<file path="src/hw/rtl/aldp_sqrt_pipe.sv">
`timescale 1ns / 1ps
`default_nettype none

// floor square root, one result bit per stage
module aldp_sqrt_pipe #(
    parameter int IW  = 64,
    parameter int SBW = 1
) (
    input  logic              clk,
    input  logic              rst_n,
    input  logic              en,
    input  logic              in_valid,
    input  logic [IW-1:0]     in_val,
    input  logic [SBW-1:0]    in_sb,
    output logic              out_valid,
    output logic [IW/2-1:0]   out_root,
    output logic [SBW-1:0]    out_sb
);

    localparam int NS = IW / 2;
    localparam int RW = NS + 1;

    logic             vld_reg  [NS];
    logic [RW-1:0]    rem_reg  [NS];
    logic [NS-1:0]    root_reg [NS];
    logic [IW-1:0]    v_reg    [NS];
    logic [SBW-1:0]   sb_reg   [NS];

    generate
        for (genvar k = 0; k < NS; k++)
        begin : g_st
            logic           vld_p;
            logic [RW-1:0]  rem_p;
            logic [NS-1:0]  root_p;
            logic [IW-1:0]  v_p;
            logic [SBW-1:0] sb_p;
            logic [RW+1:0]  remx;
            logic [RW+1:0]  trial;
            logic           ge;
            logic [RW-1:0]  rem_next;
            logic [NS-1:0]  root_next;

            if (k == 0)
            begin : g_first
                assign vld_p  = in_valid;
                assign rem_p  = '0;
                assign root_p = '0;
                assign v_p    = in_val;
                assign sb_p   = in_sb;
            end
            else
            begin : g_rest
                assign vld_p  = vld_reg[k-1];
                assign rem_p  = rem_reg[k-1];
                assign root_p = root_reg[k-1];
                assign v_p    = v_reg[k-1];
                assign sb_p   = sb_reg[k-1];
            end

            assign remx      = {rem_p, v_p[IW-1 -: 2]};
            assign trial     = {1'b0, root_p, 2'b01};
            assign ge        = (remx >= trial);
            assign rem_next  = ge ? RW'(remx - trial) : RW'(remx);
            assign root_next = {root_p[NS-2:0], ge};

            always_ff @(posedge clk or negedge rst_n)
            begin
                if (!rst_n)
                    vld_reg[k] <= 1'b0;
                else if (en)
                    vld_reg[k] <= vld_p;
            end

            always_ff @(posedge clk)
            begin
                if (en)
                begin
                    rem_reg[k]  <= rem_next;
                    root_reg[k] <= root_next;
                    v_reg[k]    <= {v_p[IW-3:0], 2'b00};
                    sb_reg[k]   <= sb_p;
                end
            end
        end
    endgenerate

    assign out_valid = vld_reg[NS-1];
    assign out_root  = root_reg[NS-1];
    assign out_sb    = sb_reg[NS-1];

endmodule

`default_nettype wire

</file>
<file path="config.mk">
export PLATFORM = sky130hd
export DESIGN_NAME = aldp_sqrt_pipe
export DESIGN_NICKNAME = d
export VERILOG_FILES = /design/src/hw/rtl/aldp_sqrt_pipe.sv
export SDC_FILE = /design/constraint.sdc
export NUM_CORES = 2
export LEC_CHECK = 0
export BUFFER_PORTS_ARGS = -buffer_cell sky130_fd_sc_hd__buf_2
export CAP_MARGIN = 30
export CORE_MARGIN = 3
export CORE_UTILIZATION = 58
export DETAILED_ROUTE_END_ITERATION = 8
export PLACE_DENSITY = 0.78
export SYNTH_ARGS = -nofsm -noshare
export SYNTH_HDL_FRONTEND = slang
export SYNTH_MEMORY_MAX_BITS = 65536
export SYNTH_SLANG_ARGS = --single-unit
</file>
<file path="constraint.sdc">
create_clock -name clk -period 3.4 [get_ports clk]
set_input_delay 0.68 -clock clk [delete_from_list [all_inputs] [get_ports clk]]
set_output_delay 0.68 -clock clk [all_outputs]
set_load 0.1 [all_outputs]
</file>
==> impl_metrics.py <==
metrics = {
    "setup_path": {
        "crit_type": "register to register",
        "cp_slowest_cell": "edfxtp_1",
        "reg2reg_to": "rem_reg[1][328]",
        "r2r_setup_slack_ps": 80,
        "crit_buf_inv": 2,
        "cpPeakStageDelay_ps": 480,
        "worstPathRequired_ps": 4010,
        "cp_top_family": "simple AND/OR/NAND/NOR gates",
        "cp_max_fo": 4,
        "r2r-start": "root_reg[6][0]",
        "arrival_ps": 3930,
        "cp_cell_sequence": "inv_1 -> ha_1 -> buf_4 -> o211ai_1 -> a21oi_2 -> or3_4 -> nand4b_1 -> nor2b_2 -> o311ai_1 -> or3_1 -> or3_1 -> xnor2_1",
        "cpMostUsedCell": "or3_1",
        "start_kind": "register",
        "reg2regPathDepth": 12,
        "cp-end-kind": "register",
    },
    "sta": {
        "skew_ps": 62.6,
        "drv_slew": 0,
        "fin_crit_sh_pct": 97.6,
        "worst_slew_pin_slew_ps": 792,
        "relSlewSlack_pct": 47.2,
        "fmax_mhz": 301,
        "hold_slack_ps": 70.4,
        "timing.final.hold_violations": 0,
        "fin_crit_ps": 3320,
        "setup_violations": 0,
    },
    "cells_and_area": {
        "layout_commonest_cell": "edfxtp_1",
        "final_nets": 10385,
        "area_growth_pct": 13.6,
        "drive_gt1_share_pct": 11.2,
        "multi_input_area_mm2": 0.0392,
        "finish.utilization_pct": 66.5,
        "final_cell_mix": "edfxtp_1 (2527), inv_1 (707), nor2_1 (583)",
        "fin_cells": 12625,
        "largest_register_ff_count": 992,
        "fill_cells": 14409,
        "ff_latch_area_mm2": 0.0767,
    },
    "status": {
        "status": "finished clean",
    },
    "floorplanning": {
        "die_w_um": 459,
        "ios": 103,
        "start_util_pct": 58.5,
        "num_rows": 165,
        "die_area_mm2": 0.210,
        "die_h_um": 459,
        "core_area_mm2": 0.203,
    },
    "yosys": {
        "synth.area.top_cells": "edfxtp_1 (64%), ha_1 (5.9%), xnor2_1 (2.9%), xor2_1 (2.9%), a21oi_1 (2.5%)",
        "yosys.area.top_type_share_pct": 63.9,
        "syn_inst": 9150,
        "yosysTopAreaCell": "edfxtp_1",
        "ys_async_sr_fraction_pct": 1.25,
        "yosys_warnings": 0,
        "synth_nets": 9780,
        "synth-edff-count": 2527,
        "synthFlopType": "edfxtp_1",
        "syn_avg_cell_area_um2": 13.0,
        "yosys.cell_types.count": 105,
        "syn_area_mm2": 0.119,
        "synth-seq-cells": 2559,
        "seq_area_frac_synth_pct": 64.6,
    },
    "global_routing": {
        "grt_util_all_layers_pct": 23.8,
        "grt_pass1_wl_um": 397000,
        "grt_overflow": 0,
        "antenna_found_initial": 2,
        "grt_max_degree": 145,
        "grt_pass1_vias": 72754,
    },
    "clock_network": {
        "cts_buffers": 284,
        "clk_pin_slew_ps": 60,
        "cts.sinks": 2559,
        "htree_levels": 5,
        "cts_buffer_depth": 4,
        "clk-insertion-delay-late_ps": 920,
        "cts_tree": "built",
        "cts_root_buffer": "clkbuf_16",
    },
    "route": {
        "drcViolationCount": 0,
        "initialDrtViolationCount": 6161,
        "viasPerCell": 5.82,
        "wl_per_cell_um": 20.0,
        "ant_nets": 0,
        "drt-total-wl_um": 253000,
        "drtPass1Iterations": 6,
        "vias": 73441,
    },
    "place": {
        "dp_hpwl_um": 179000,
        "place_inst": 12061,
        "routabilityCongestion": 0.942,
        "port_buffers": 102,
    },
    "min_path": {
        "hold_end": "root_reg[0][0]",
        "hold_depth": 2,
        "worstHoldStart": "in_val[62]",
        "min_path_type": "input pin to register",
    },
    "power": {
        "cellPowerDensity_mw_per_mm2": 680,
        "max-vdd-ir-drop_uv": 574,
        "power.leakage_nw": 52.0,
    },
    "run": {
        "drv_cap": 0,
    },
}
[area by class of cell]
| type | count | area share, % |
|---|---|---|
| Antenna cell | 1 | 0.00185 |
| Clock buffer | 343 | 5.55 |
| Clock inverter | 140 | 0.970 |
| Inverter | 710 | 1.97 |
| Multi-Input combinational cell | 5696 | 29.0 |
| Sequential cell | 2559 | 56.8 |
| Tap cell | 2672 | 2.48 |
| Timing Repair Buffer | 504 | 3.21 |
[cell families (layout without fill, tap and decap cells)]
| group | after synthesis | in the layout | share of synthesized area [%] |
|---|---|---|---|
| AOI/OAI and AO/OA | 1837 | 1837 | 9.57 |
| DFF | 2559 | 2559 | 64.6 |
| muxes | 129 | 129 | 1.23 |
| and+or+nand+nor | 2378 | 2378 | 10.0 |
| buffers and inverters | 895 | 1697 | 2.88 |
| xor gates and xnor gates | 790 | 790 | 5.82 |
| other | 1 | 2 | 0.00316 |
| adders and majority gates | 561 | 561 | 5.91 |
[stage by stage]
stage | cell area, µm² | power [mW] | setup TNS [ps] | setup WS (ps)
floorplan | 119000 | 55.5 | 0 | 149
global placement | 125000 | 62.0 | -557 | -49.4
detailed placement | 125000 | 62.4 | -42.8 | -25.9
CTS | 134000 | 92.2 | 0 | 7.45
global route | 135000 | 96.2 | -119 | -24.9
finish | 135000 | 91.8 | 0 | 82.7
[how the worst max path moves through the flow]
| stage | depth (start not counted) | slack (ps) | end | startpoint |
|---|---|---|---|---|
| floorplan | 11 | 150 | rem_reg[1][461] | rem_reg[1][406] |
| global placement | 11 | -50 | rem_reg[1][488] | rem_reg[1][431] |
| detailed placement | 11 | -30 | rem_reg[1][261] | rem_reg[1][198] |
| CTS | 9 | 7 | rem_reg[1][135] | rem_reg[1][99] |
| global route | 7 | -20 | rem_reg[1][12] | rem_reg[0][519] |
| finish | 12 | 80 | rem_reg[1][328] | root_reg[6][0] |
[power by group]
part | switching [mW] | internal [mW] | leakage, nW | total [mW]
clock | 11.9 | 17.4 | 4.26 | 29.3
combinational | 11.3 | 8.53 | 23.1 | 19.8
sequential | 2.86 | 39.9 | 24.7 | 42.7
total | 26.0 | 65.8 | 52.0 | 91.8
[cells in the mapped netlist, types with 40 or more instances]
master	n
ha_1	561
clkbuf_1	143
nand3_1	157
mux2_2	108
xnor2_1	399
nor3_1	213
o21bai_1	49
o211ai_1	44
xor2_1	391
nor2_1	583
a21o_1	195
nand2b_1	101
nor2b_1	81
or4_1	60
o31ai_1	56
and3_1	60
nand4_1	99
a211oi_1	40
a31oi_1	52
inv_1	708
o21a_1	102
o21ai_0	466
nand2_1	583
nor4_1	123
or2_2	56
edfxtp_1	2527
or3_1	98
a21oi_1	589
[metal layers]
metal | vias to the layer above | global-route usage [%] | part of all wire, %
met5 | - | 0 | 0
met4 | 0 | 9.72 | 4.4
met3 | 642 | 2.96 | 4.6
met2 | 2138 | 41.3 | 50
met1 | 35517 | 30.4 | 41
li1 | 35144 | - | -
[repair_timing]
item                                    4_1_cts  5_1_grt
endpoints found under the setup margin       31      287
setup buffers                                 1       11
hold buffers                                 66        0
cloned                                        0        2
resized for setup                             7       91
pin swaps                                     0       16
hold endpoints to repair                     97        0
No activity file was read; power rests on OpenSTA's default activity.
